<file path="src/hdl/smi_pkg.sv">
`timescale 1ns / 1ps

package smi_pkg;

    localparam int LIST_DEPTH = 64;
    localparam int IDX_W      = $clog2(LIST_DEPTH);
    localparam int CNT_W      = $clog2(LIST_DEPTH + 1);

    localparam logic [1:0] MODE_LOAD_A  = 2'd0;
    localparam logic [1:0] MODE_LOAD_B  = 2'd1;
    localparam logic [1:0] MODE_COMPUTE = 2'd2;

    typedef struct packed {
        logic [1:0]         mode;
        logic signed [31:0] value;
    } t_in;

    typedef struct packed {
        logic signed [31:0] match_value;
        logic               last_match;
        logic               empty_result;
        logic               overflow_seen;
    } t_out;

    typedef enum logic [3:0] {
        OP_NONE,
        OP_LOAD,
        OP_START,
        OP_SORT_CHK,
        OP_KEY_RD,
        OP_KEY_GET,
        OP_PREV_RD,
        OP_SORT_CMP,
        OP_PUT,
        OP_MERGE_RD,
        OP_MERGE_CMP,
        OP_FINISH
    } t_op;

    typedef struct packed {
        t_op  op;
        logic sel_b;
    } t_cmd;

    typedef struct packed {
        logic i_lt_n;
        logic gt;
        logic j_one;
        logic merge_go;
    } t_stat;

endpackage

</file>
<file path="src/hdl/smi_ctrl.sv">
`timescale 1ns / 1ps

module smi_ctrl (
    input  logic              i_clk,
    input  logic              i_rst_n,
    input  logic              i_start,
    input  logic [1:0]        i_mode,
    input  smi_pkg::t_stat    i_stat,
    output smi_pkg::t_cmd     o_cmd,
    output logic              o_busy
);

    typedef enum logic [3:0] {
        S_IDLE,
        S_SORT_CHK,
        S_KEY_RD,
        S_KEY_GET,
        S_PREV_RD,
        S_SORT_CMP,
        S_PUT,
        S_MERGE_RD,
        S_MERGE_CMP,
        S_FINISH
    } t_state;

    t_state r_state;
    logic   r_sel_b;
    logic   accept;

    assign o_busy = (r_state != S_IDLE);
    assign accept = i_start && !o_busy;

    always_comb begin
        o_cmd.sel_b = r_sel_b;
        unique case (r_state)
            S_IDLE: begin
                if (accept && (i_mode == smi_pkg::MODE_LOAD_A ||
                               i_mode == smi_pkg::MODE_LOAD_B)) begin
                    o_cmd.op = smi_pkg::OP_LOAD;
                end else if (accept && i_mode == smi_pkg::MODE_COMPUTE) begin
                    o_cmd.op = smi_pkg::OP_START;
                end else begin
                    o_cmd.op = smi_pkg::OP_NONE;
                end
            end
            S_SORT_CHK:  o_cmd.op = smi_pkg::OP_SORT_CHK;
            S_KEY_RD:    o_cmd.op = smi_pkg::OP_KEY_RD;
            S_KEY_GET:   o_cmd.op = smi_pkg::OP_KEY_GET;
            S_PREV_RD:   o_cmd.op = smi_pkg::OP_PREV_RD;
            S_SORT_CMP:  o_cmd.op = smi_pkg::OP_SORT_CMP;
            S_PUT:       o_cmd.op = smi_pkg::OP_PUT;
            S_MERGE_RD:  o_cmd.op = smi_pkg::OP_MERGE_RD;
            S_MERGE_CMP: o_cmd.op = smi_pkg::OP_MERGE_CMP;
            S_FINISH:    o_cmd.op = smi_pkg::OP_FINISH;
            default:     o_cmd.op = smi_pkg::OP_NONE;
        endcase
    end

    always_ff @(posedge i_clk) begin
        if (!i_rst_n) begin
            r_state <= S_IDLE;
            r_sel_b <= 1'b0;
        end else begin
            unique case (r_state)
                S_IDLE: begin
                    if (accept && i_mode == smi_pkg::MODE_COMPUTE) begin
                        r_sel_b <= 1'b0;
                        r_state <= S_SORT_CHK;
                    end
                end
                S_SORT_CHK: begin
                    if (i_stat.i_lt_n) begin
                        r_state <= S_KEY_RD;
                    end else if (!r_sel_b) begin
                        r_sel_b <= 1'b1;
                    end else begin
                        r_state <= S_MERGE_RD;
                    end
                end
                S_KEY_RD:  r_state <= S_KEY_GET;
                S_KEY_GET: r_state <= S_PREV_RD;
                S_PREV_RD: r_state <= S_SORT_CMP;
                S_SORT_CMP: begin
                    if (!i_stat.gt) begin
                        r_state <= S_SORT_CHK;
                    end else if (i_stat.j_one) begin
                        r_state <= S_PUT;
                    end else begin
                        r_state <= S_PREV_RD;
                    end
                end
                S_PUT: r_state <= S_SORT_CHK;
                S_MERGE_RD: begin
                    r_state <= i_stat.merge_go ? S_MERGE_CMP : S_FINISH;
                end
                S_MERGE_CMP: r_state <= S_MERGE_RD;
                S_FINISH:    r_state <= S_IDLE;
                default:     r_state <= S_IDLE;
            endcase
        end
    end

    // sort scan must have a predecessor to compare against
    assert property (@(posedge i_clk) disable iff (!i_rst_n)
        r_state == S_PREV_RD |-> $past(r_state == S_KEY_GET || r_state == S_SORT_CMP))
        else $error("prev read without key");
    assert property (@(posedge i_clk) disable iff (!i_rst_n)
        r_state == S_FINISH |=> r_state == S_IDLE)
        else $error("finish did not return to idle");

endmodule

</file>
<file path="src/hdl/smi_dp.sv">
`timescale 1ns / 1ps

module smi_dp (
    input  logic            i_clk,
    input  logic            i_rst_n,
    input  smi_pkg::t_cmd   i_cmd,
    input  smi_pkg::t_in    i_item,
    output smi_pkg::t_stat  o_stat,
    output logic            o_strobe,
    output smi_pkg::t_out   o_result
);

    logic signed [31:0] mem_a [smi_pkg::LIST_DEPTH];
    logic signed [31:0] mem_b [smi_pkg::LIST_DEPTH];

    logic signed [31:0] r_rd_a, r_rd_b, r_key, r_pend_val;
    logic [smi_pkg::CNT_W-1:0] r_cnt_a, r_cnt_b, r_i, r_j, n_sel, j_dec;
    logic r_drop, r_pend_v;

    logic [smi_pkg::IDX_W-1:0] raddr_a, raddr_b, waddr;
    logic signed [31:0] rd_sel, wdata;
    logic we_a, we_b, a_full, b_full;

    assign a_full = (r_cnt_a >= smi_pkg::CNT_W'(smi_pkg::LIST_DEPTH));
    assign b_full = (r_cnt_b >= smi_pkg::CNT_W'(smi_pkg::LIST_DEPTH));
    assign n_sel  = i_cmd.sel_b ? r_cnt_b : r_cnt_a;
    assign rd_sel = i_cmd.sel_b ? r_rd_b : r_rd_a;
    assign j_dec  = r_j - smi_pkg::CNT_W'(1);

    assign o_stat.i_lt_n   = (r_i < n_sel);
    assign o_stat.gt       = (rd_sel > r_key);
    assign o_stat.j_one    = (r_j == smi_pkg::CNT_W'(1));
    assign o_stat.merge_go = (r_i < r_cnt_a) && (r_j < r_cnt_b);

    always_comb begin
        raddr_a = r_i[smi_pkg::IDX_W-1:0];
        raddr_b = r_i[smi_pkg::IDX_W-1:0];
        if (i_cmd.op == smi_pkg::OP_PREV_RD) begin
            raddr_a = j_dec[smi_pkg::IDX_W-1:0];
            raddr_b = j_dec[smi_pkg::IDX_W-1:0];
        end else if (i_cmd.op == smi_pkg::OP_MERGE_RD) begin
            raddr_b = r_j[smi_pkg::IDX_W-1:0];
        end
    end

    always_comb begin
        we_a  = 1'b0;
        we_b  = 1'b0;
        waddr = r_j[smi_pkg::IDX_W-1:0];
        wdata = r_key;
        unique case (i_cmd.op)
            smi_pkg::OP_LOAD: begin
                wdata = i_item.value;
                if (i_item.mode == smi_pkg::MODE_LOAD_A) begin
                    waddr = r_cnt_a[smi_pkg::IDX_W-1:0];
                    we_a  = !a_full;
                end else begin
                    waddr = r_cnt_b[smi_pkg::IDX_W-1:0];
                    we_b  = !b_full;
                end
            end
            smi_pkg::OP_SORT_CMP, smi_pkg::OP_PUT: begin
                if (i_cmd.op == smi_pkg::OP_SORT_CMP && o_stat.gt) begin
                    wdata = rd_sel;
                end
                we_a = !i_cmd.sel_b;
                we_b = i_cmd.sel_b;
            end
            default: ;
        endcase
    end

    always_ff @(posedge i_clk) begin
        if (we_a) mem_a[waddr] <= wdata;
        if (we_b) mem_b[waddr] <= wdata;
        r_rd_a <= mem_a[raddr_a];
        r_rd_b <= mem_b[raddr_b];
    end

    always_ff @(posedge i_clk) begin
        if (!i_rst_n) begin
            r_cnt_a  <= '0;
            r_cnt_b  <= '0;
            r_drop   <= 1'b0;
            r_pend_v <= 1'b0;
            o_strobe <= 1'b0;
            r_i      <= '0;
            r_j      <= '0;
        end else begin
            o_strobe <= 1'b0;
            unique case (i_cmd.op)
                smi_pkg::OP_LOAD: begin
                    if (i_item.mode == smi_pkg::MODE_LOAD_A) begin
                        if (a_full) r_drop <= 1'b1;
                        else        r_cnt_a <= r_cnt_a + smi_pkg::CNT_W'(1);
                    end else begin
                        if (b_full) r_drop <= 1'b1;
                        else        r_cnt_b <= r_cnt_b + smi_pkg::CNT_W'(1);
                    end
                end
                smi_pkg::OP_START: begin
                    r_i      <= smi_pkg::CNT_W'(1);
                    r_pend_v <= 1'b0;
                end
                smi_pkg::OP_SORT_CHK: begin
                    if (!o_stat.i_lt_n) begin
                        r_i <= i_cmd.sel_b ? '0 : smi_pkg::CNT_W'(1);
                        r_j <= '0;
                    end
                end
                smi_pkg::OP_KEY_GET: begin
                    r_key <= rd_sel;
                    r_j   <= r_i;
                end
                smi_pkg::OP_SORT_CMP: begin
                    if (o_stat.gt) r_j <= j_dec;
                    else           r_i <= r_i + smi_pkg::CNT_W'(1);
                end
                smi_pkg::OP_PUT: r_i <= r_i + smi_pkg::CNT_W'(1);
                smi_pkg::OP_MERGE_CMP: begin
                    if (r_rd_a > r_rd_b) begin
                        r_j <= r_j + smi_pkg::CNT_W'(1);
                    end else if (r_rd_b > r_rd_a) begin
                        r_i <= r_i + smi_pkg::CNT_W'(1);
                    end else begin
                        r_i <= r_i + smi_pkg::CNT_W'(1);
                        r_j <= r_j + smi_pkg::CNT_W'(1);
                        // hold one match back so the final one can carry last
                        if (r_pend_v) begin
                            o_strobe                <= 1'b1;
                            o_result.match_value    <= r_pend_val;
                            o_result.last_match     <= 1'b0;
                            o_result.empty_result   <= 1'b0;
                            o_result.overflow_seen  <= r_drop;
                        end
                        r_pend_v   <= 1'b1;
                        r_pend_val <= r_rd_a;
                    end
                end
                smi_pkg::OP_FINISH: begin
                    o_strobe               <= 1'b1;
                    o_result.match_value   <= r_pend_v ? r_pend_val : '0;
                    o_result.last_match    <= 1'b1;
                    o_result.empty_result  <= !r_pend_v;
                    o_result.overflow_seen <= r_drop;
                    r_cnt_a  <= '0;
                    r_cnt_b  <= '0;
                    r_drop   <= 1'b0;
                    r_pend_v <= 1'b0;
                end
                default: ;
            endcase
        end
    end

    assert property (@(posedge i_clk) disable iff (!i_rst_n)
        o_strobe |-> $past(i_cmd.op == smi_pkg::OP_MERGE_CMP ||
                           i_cmd.op == smi_pkg::OP_FINISH))
        else $error("result outside merge");
    assert property (@(posedge i_clk) disable iff (!i_rst_n)
        r_cnt_a <= smi_pkg::CNT_W'(smi_pkg::LIST_DEPTH) &&
        r_cnt_b <= smi_pkg::CNT_W'(smi_pkg::LIST_DEPTH))
        else $error("list count past capacity");
    assert property (@(posedge i_clk) disable iff (!i_rst_n)
        i_cmd.op == smi_pkg::OP_FINISH |=> r_cnt_a == '0 && r_cnt_b == '0 && !r_drop)
        else $error("lists not cleared after job");

endmodule

</file>
<file path="src/hdl/sorted_multiset_intersection_unit.sv">
`timescale 1ns / 1ps

// channel   | ports                        | transfer when
// ----------+------------------------------+------------------------------
// item in   | i_start, i_item, o_busy      | i_start high and o_busy low
// result    | o_strobe, o_result           | every cycle o_strobe is high
//
// Loads (mode 0/1) leave o_busy low; a new item may follow immediately.
// A compute item holds o_busy for an insertion sort of each list: a check,
// key read and key capture per element past the first, a predecessor read
// and compare per step back, a put when the key reaches the front, and one
// closing check per list; then merge read/compare steps, closing read, finish.
// Results appear during the walk and at the finish; the receiver cannot stall.
// Reset is synchronous, active low; list contents are not cleared.
module sorted_multiset_intersection_unit (
    input  logic           i_clk,
    input  logic           i_rst_n,
    input  logic           i_start,
    input  smi_pkg::t_in   i_item,
    output logic           o_busy,
    output logic           o_strobe,
    output smi_pkg::t_out  o_result
);

    smi_pkg::t_cmd  cmd;
    smi_pkg::t_stat stat;

    // sequencer: load / sort / merge / finish
    smi_ctrl u_ctrl (
        .i_clk   (i_clk),
        .i_rst_n (i_rst_n),
        .i_start (i_start),
        .i_mode  (i_item.mode),
        .i_stat  (stat),
        .o_cmd   (cmd),
        .o_busy  (o_busy)
    );

    // two list memories, counters, compare and result registers
    smi_dp u_dp (
        .i_clk    (i_clk),
        .i_rst_n  (i_rst_n),
        .i_cmd    (cmd),
        .i_item   (i_item),
        .o_stat   (stat),
        .o_strobe (o_strobe),
        .o_result (o_result)
    );

endmodule
</file>
<file path="config.mk">
export PLATFORM = sky130hd
export DESIGN_NAME = sorted_multiset_intersection_unit
export DESIGN_NICKNAME = d
export VERILOG_FILES = /design/src/hdl/smi_pkg.sv /design/src/hdl/smi_ctrl.sv /design/src/hdl/smi_dp.sv /design/src/hdl/sorted_multiset_intersection_unit.sv
export SDC_FILE = /design/constraint.sdc
export NUM_CORES = 2
export LEC_CHECK = 0
export BUFFER_PORTS_ARGS = -buffer_cell sky130_fd_sc_hd__buf_4
export CAP_MARGIN = 30
export CORE_MARGIN = 4
export CORE_UTILIZATION = 35
export CTS_CLUSTER_SIZE = 25
export DETAILED_ROUTE_END_ITERATION = 8
export SKIP_CTS_REPAIR_TIMING = 1
export SLEW_MARGIN = 5
export SYNTH_ARGS = -nofsm -noshare
export SYNTH_HDL_FRONTEND = slang
export SYNTH_SLANG_ARGS = --single-unit
</file>
<file path="constraint.sdc">
create_clock -name i_clk -period 6.4 [get_ports i_clk]
set_input_delay 1.28 -clock i_clk [delete_from_list [all_inputs] [get_ports i_clk]]
set_output_delay 1.28 -clock i_clk [all_outputs]
set_load 0.1 [all_outputs]
</file>
After elaboration in Yosys (flattened, before gate mapping) --
Memory sizes are Yosys's and may differ from the RTL's. A register that Yosys moved wholly into a read port is not among the register bits. Cells that the tools add are included.
Storage, ports and cells: bits in registers 135, RAM bits 4096, input bits 37, output and inout bits 37, logic and storage cells 165, memories 2
Memories:
- u_dp.mem_a | words 64, bits a word 32, rd ports 1, clocked after memory_dff 1, wr ports 1, line smi_dp.sv:13 | logic signed [31:0] mem_a [smi_pkg::LIST_DEPTH];
- u_dp.mem_b | words 64, bits a word 32, rd ports 1, clocked after memory_dff 1, wr ports 1, line smi_dp.sv:14 | logic signed [31:0] mem_b [smi_pkg::LIST_DEPTH];
Operators by class: add/subtract/negate cells 5, $lt $le $gt $ge 8, eq/ne operators 38, mux-type cells 62, bitwise operators 2, reduce and logical (&&, ||, !) cells 33
Operators by type and width (count):
- 35-bit 2-to-1 mux | 3
- 32-bit greater-than comparator | 3
- 32-bit 2-to-1 mux | 3
- 7-bit 2-to-1 mux | 12
- 35-bit one-hot mux with 2 select lines | 1
- 32-bit one-hot mux with 2 select lines | 1
- 4-bit one-hot mux with 10 select lines | 1
- 4-bit one-hot mux with 9 select lines | 1
- 7-bit one-hot mux with 5 select lines | 1
- 6-bit 2-to-1 mux | 5
- 7-bit by 1-bit adder with 7-bit output (second input constant) | 4
- 4-bit by 3-bit equality test with 1-bit output (second input constant) | 7
- 7-bit one-hot mux with 2 select lines | 2
- 7-bit one-hot mux with 4 select lines | 1
- 4-bit equality test (second input constant) | 6
- 7-bit less-than comparator | 3
- 4-bit 2-to-1 mux | 5
- 2-bit inequality test (second input constant) | 10
- 1-bit 2-to-1 mux | 18
- 4-bit by 2-bit equality test with 1-bit output (second input constant) | 4
- 3-bit AND reduction | 5
- 7-bit >= comparator (second input constant) | 2
- 3-bit by 2-bit inequality test with 1-bit output (second input constant) | 4
- 1-bit one-hot mux with 2 select lines | 6
- other kinds (20) | 40

Logic depth before layout (Yosys ltp) --
depth after elaboration 12, mapped depth 16

Cells and area by module --
A second synthesis with hierarchy kept.
Second synthesis, totals: cells, all modules 10256, area, all modules 169408.7 um^2
Modules (own cells, without submodules):
- smi_dp | times used 1, cells each 10204, area an instance 168998.3 um^2, seq. area each 127872.6 um^2
- smi_ctrl | times used 1, cells each 52, area an instance 410.4 um^2, seq. area each 100.1 um^2

Worst setup path before layout --
Ideal clock, no wire load.
path type input port to flip-flop, from input i_rst_n, to register u_dp.r_pend_val[0] (enable), library setup time 0.502 ns, data arrival time 4.962 ns, data required time 5.898 ns, slack 0.936 ns, cell stages on the path 3, path buffers 1, cell sequence clkbuf_1 clkinv_1 nor4_1
On the way: word-level cells in the longest chain between the ends 1
RTL lines:
- start: declaration | line sorted_multiset_intersection_unit.sv:17 | input logic i_rst_n,
- 4-bit AND reduction (no source line)
- end signal: assignment | line smi_dp.sv:137 | r_pend_val <= r_rd_a;
- end: declaration | line smi_dp.sv:16 | logic signed [31:0] r_rd_a, r_rd_b, r_key, r_pend_val;
No other way between the ends. A chain may end at the register's enable or synchronous reset.

Worst setup path in the final report --
from register u_ctrl.r_state[0], to register u_dp.r_rd_b[12] (read register of u_dp.mem_b)
On the way: word-level cells in the longest chain between the ends 10, elaborated cells on any way between the ends 22
RTL lines:
- start: declaration | line smi_ctrl.sv:26 | t_state r_state;
- start signal: assignment | line smi_ctrl.sv:94 | r_state <= i_stat.merge_go ? S_MERGE_CMP : S_FINISH;
- 4-bit nonzero test | line smi_ctrl.sv:30 | assign o_busy = (r_state != S_IDLE);
- 1-bit zero test | line smi_ctrl.sv:31 | assign accept = i_start && !o_busy;
- 1-bit logical AND | line smi_ctrl.sv:31
- 1-bit logical AND | line smi_ctrl.sv:40 | end else if (accept && i_mode == smi_pkg::MODE_COMPUTE) begin
- 2-bit 2-to-1 mux | line smi_ctrl.sv:40
- 4-bit 2-to-1 mux | line smi_ctrl.sv:37 | if (accept && (i_mode == smi_pkg::MODE_LOAD_A ||
- 4-bit one-hot mux with 10 select lines * | line smi_ctrl.sv:35 | unique case (r_state)
- 4-bit equality test | line smi_dp.sv:41 | end else if (i_cmd.op == smi_pkg::OP_MERGE_RD) begin
- 6-bit 2-to-1 mux | line smi_dp.sv:41
- 6-bit 2-to-1 mux * | line smi_dp.sv:38 | if (i_cmd.op == smi_pkg::OP_PREV_RD) begin
- end: declaration | line smi_dp.sv:16
Mark *: on every way between the ends. The rest lies on a longest branch, timed or not.

==> tab_implementation.tex <==
\begin{tabular}{lr}
\hline
Metric & Value \\
\hline
\multicolumn{2}{l}{\textbf{Run status}} \\
Run status & finished clean \\
\multicolumn{2}{l}{\textbf{Critical path}} \\
Critical-path top delay cell & or2\_4 \\
Worst path depth & 11 \\
Crit path capture type & register \\
Category of cells accounting for the largest share of critical-path delay & simple AND/OR/NAND/NOR gates \\
Critical Path Max Stage Delay & about 0.80 ns \\
Crit path launch type & register \\
Buf/Inv on CP & 3 \\
Data arrival time of the worst path & 6.41 ns \\
Largest fanout on the critical path & 28 \\
Critical Path, Cell by Cell & or3b\_2, a21boi\_0, or2\_4, buf\_12, buf\_12, mux4\_2, a22oi\_1, nand4\_1, buf\_4, nor4\_1, o21ai\_1 \\
Launch instance of the worst register-to-register path & u\_ctrl.r\_state[0] \\
Worst reg-to-reg path cell count & 11 \\
Setup Crit Path Kind & register to register \\
Crit path top cell by count & buf\_12 \\
Crit Reg-Reg Endpoint & u\_dp.r\_rd\_b[12] \\
Register-to-register setup slack & between 0.6 and 0.7 ns \\
Required @ worst endpoint & approximately 7.1 ns \\
\multicolumn{2}{l}{\textbf{Global routing}} \\
Routing usage on met1 & 27.2\% \\
Most congested layer reported by global routing & met2 \\
Total congestion overflow after global routing & 0 \\
Global Route met2 Usage & 30.7\% \\
Grt met3 use & about 4.7\% \\
Number of global-route vias before repair & 87.2k \\
Pin count of the biggest net entering global routing & 94 \\
Wire length of the first global-routing pass & about 700000 um \\
Global Route Usage Sum & 19.7\% \\
Initial antenna violation count & 33 \\
\multicolumn{2}{l}{\textbf{Place}} \\
HPWL Detailed & 280000 um \\
Placement-stage worst setup slack & 0.606 ns \\
Number of port buffers & 73 \\
Gpl congestion & 0.874 \\
\multicolumn{2}{l}{\textbf{Timing}} \\
Setup slack of the critical path after layout & $\sim$0.64 ns \\
Transition time of the tightest slew-check pin & 1.13 ns \\
Headroom to the max-slew limit & 24.1\% \\
Final Cycle Share & 89.9\% \\
Setup repair after global routing missed its margin & false \\
Setup clock skew after layout & between 0.07 and 0.08 ns \\
Final setup viols & 0 \\
Final slew viol count & 0 \\
Fin. Hold Viols & 0 \\
Accumulated negative setup slack & 0 ns \\
Minimum period implied by the final worst setup slack & 5.76 ns \\
Maximum clock frequency & 0.174 GHz \\
\multicolumn{2}{l}{\textbf{Layout}} \\
Fraction of final layout cells with drive strength greater than 1 & 24.6\% \\
Area overhead of the layout relative to synthesis & 15.9\% \\
Final net count & 8996 \\
\# fillers & 41.3k \\
\multicolumn{2}{l}{\textbf{Detailed routing}} \\
Number of nets with antenna violations after detailed routing & 0 \\
DRC marker count from the first detailed-route iteration & 12.1k \\
Via-to-Cell Ratio & 5.69 \\
Post-DR wirelength/cell & between 30 and 40 um \\
Via Count & 88.7k \\
Remaining routing DRC violations & 0 \\
Detailed Routing Iterations Pass 1 & 5 \\
DRT Wirelength & 494000 um \\
\multicolumn{2}{l}{\textbf{Floorplan}} \\
Core ar. & 0.475 mm2 \\
Number of placement rows & 253 \\
Vertical extent of the die & 699 um \\
Die Width & 699 um \\
I/O pin total & 74 \\
Die footprint & 0.489 mm2 \\
Initial standard-cell utilization of the core & 35.2\% \\
\multicolumn{2}{l}{\textbf{Power}} \\
Static power due to leakage & approximately 61 nW \\
Power density relative to cell area & 313 mW/mm2 \\
Peak supply drop & around 0.25 mV \\
\multicolumn{2}{l}{\textbf{Worst hold path}} \\
Hold Path Cell Cnt & 0 \\
Capture endpoint of the worst hold path & u\_dp.r\_pend\_val[22] \\
Hold WC Path Type & register to register \\
Startpoint of the worst hold path & u\_dp.r\_rd\_a[22] \\
\multicolumn{2}{l}{\textbf{Yosys}} \\
Leading post-synthesis cells by cell area & edfxtp\_1 75\%, mux4\_2 12\%, nand2\_1 1.4\% \\
Area share of the largest cell type after synthesis & 75.4\% \\
Share of synthesized registers carrying an async set or reset & 0\% \\
Post-synthesis cell type count & 84 \\
Top\_reg\_cell synth & edfxtp\_1 \\
Number of flip-flops and latches in the synthesized netlist & between 4k and 5k \\
Post-synth EDFFs & $\sim$4.2k \\
Number of warnings printed during yosys synthesis & 0 \\
Average instance area after synthesis & just under 20 um2 \\
Library cell occupying the most area in the post-synthesis netlist & edfxtp\_1 \\
Post-synthesis net count & 8559 \\
Netlist area before placement & 0.167 mm2 \\
Sequential cell area fraction in the yosys report & 76.6\% \\
Synthesized instance count & between 8k and 9k \\
\multicolumn{2}{l}{\textbf{Clock network}} \\
Clock latency reported for the late side of the worst-skew pair & 1.01 ns \\
Buffer type at the clock tree root & clkbuf\_16 \\
H-tree depth & 5 \\
Clock transition at path regs & $\sim$0.070 ns \\
Number of buffers created by CTS & roughly 410 \\
Sink count of the clock tree & 4295 \\
TritonCTS clock tree & done \\
Clock buffer depth & 4 \\
\multicolumn{2}{l}{\textbf{Job}} \\
Number of maximum-capacitance violations & 0 \\
\hline
\end{tabular}
-- synth_stat cells (6+ instances only) --
cell type,count
xnor2_1,13
a211oi_1,267
edfxtp_1,4195
nor3_1,44
o211ai_1,14
o21ai_1,33
dfxtp_1,100
ha_1,90
nor2_1,191
a221o_1,33
a21oi_1,304
nand2_1,625
buf_2,150
mux2i_1,178
and3_1,12
o21ai_0,64
nand2b_1,8
o21a_1,6
a31oi_1,11
buf_4,29
nand3_1,258
a32oi_1,32
a22oi_1,65
a21o_1,14
buf_6,29
nor2b_1,170
mux4_2,915
inv_1,86
nor4_1,35
a22o_1,31
buf_1,28
clkbuf_1,252
nand4_1,46
-- layer usage --
metal	part of all wire, %	routed length [um]
met1	40	196000
met2	46	227000
met3	11	52900
met4	3.6	18000
met5	0.016	77
-- cells in the final DEF (no fill, tap or decap), drive strengths merged, types with 8 or more instances in the layout --
cell / Yosys / final
mux4: 915 / 915
nor2: 192 / 192
nand4: 46 / 46
clkbuf: 254 / 527
a22oi: 65 / 65
a21o: 14 / 14
ha: 90 / 90
clkinv: 1 / 142
dfxtp: 100 / 100
nand3: 258 / 258
a31oi: 11 / 11
o21ai: 99 / 99
edfxtp: 4195 / 4195
a32oi: 32 / 32
nand2b: 8 / 8
a211oi: 267 / 267
diode: 0 / 19
nor3: 45 / 45
buf: 236 / 519
a22o: 31 / 31
a221o: 33 / 33
clkinvlp: 0 / 16
inv: 86 / 101
xnor2: 13 / 13
nor4: 37 / 37
mux2i: 178 / 178
and3: 12 / 12
nor2b: 170 / 170
bufinv: 0 / 45
o211ai: 15 / 15
a21oi: 305 / 305
nand2: 625 / 625
-- sequential cells by signal, summed over array words and instances, names as in the netlist, 32 cells and up --
name,cells
u_dp.r_rd_b,32
u_dp.mem_a,2048
u_dp.r_pend_val,32
u_dp.mem_b,2048
u_dp.r_key,32
u_dp.o_result,35
u_dp.r_rd_a,32
-- final cells by class --
cell class,count,area (um2),share of cell area [%]
flip-flops and latches,4295,128000,66.1
multi-input cells,3560,38100,19.7
clock buffers,526,10900,5.60
well taps,6375,7980,4.12
repair buffers,520,5900,3.05
clock inverters,217,2510,1.29
inverters,87,327,0.169
diodes,19,47.5,0.0245
-- report_power, final --
| part | leakage [nW] | switching, mW | internal [mW] |
|---|---|---|---|
| Clock | 6.50 | 10.5 | 13.8 |
| Combinational | 16.1 | 2.96 | 1.96 |
| Sequential | 38.6 | 0.192 | 31.2 |
| Total | 61.2 | 13.7 | 46.9 |
-- how the worst max path moves through the flow --
stage	start	end
4_1_cts	u_ctrl.r_state[0]	u_dp.r_rd_b[12]
3_3_place_gp	u_ctrl.r_state[0]	u_dp.r_rd_b[12]
2_1_floorplan	i_rst_n	u_dp.r_pend_val[0]
5_1_grt	u_ctrl.r_state[0]	u_dp.r_rd_b[12]
3_5_place_dp	u_ctrl.r_state[0]	u_dp.r_rd_b[12]
6_report	u_ctrl.r_state[0]	u_dp.r_rd_b[12]
-- kinds of logic after synthesis --
group	Yosys count	share of synthesized area, %
flops	4295	76.6
simple gates	1432	3.96
mux	1096	13.4
compound gates	927	3.70
buf+inv	577	1.61
fa+ha+maj	90	0.674
xor+xnor	15	0.0786
-- per-stage QoR --
stage	hold WS (ns)	utilization (%)	power [mW]	instance area, um2	instances
6_report	0.392	40.8	60.6	194000	15599
5_1_grt	0.403	40.8	62.4	194000	15594
4_1_cts	0.386	40.7	61.0	194000	15577
3_5_place_dp	0.422	37.9	36.9	180000	14834
3_3_place_gp	0.417	37.8	36.8	180000	14817
2_1_floorplan	0.408	-	35.0	167000	8432
-- worst reg2reg max path, stage by stage (launching register included) --
cell and delay, ns:
dfxtp_1 0.59, or3b_2 0.58, a21boi_0 0.37, or2_4 0.80
buf_12 0.39, buf_12 0.20, mux4_2 0.51, a22oi_1 0.33
nand4_1 0.14, buf_4 0.22, nor4_1 0.64, o21ai_1 0.64
Power figures use the tool's default switching activity.
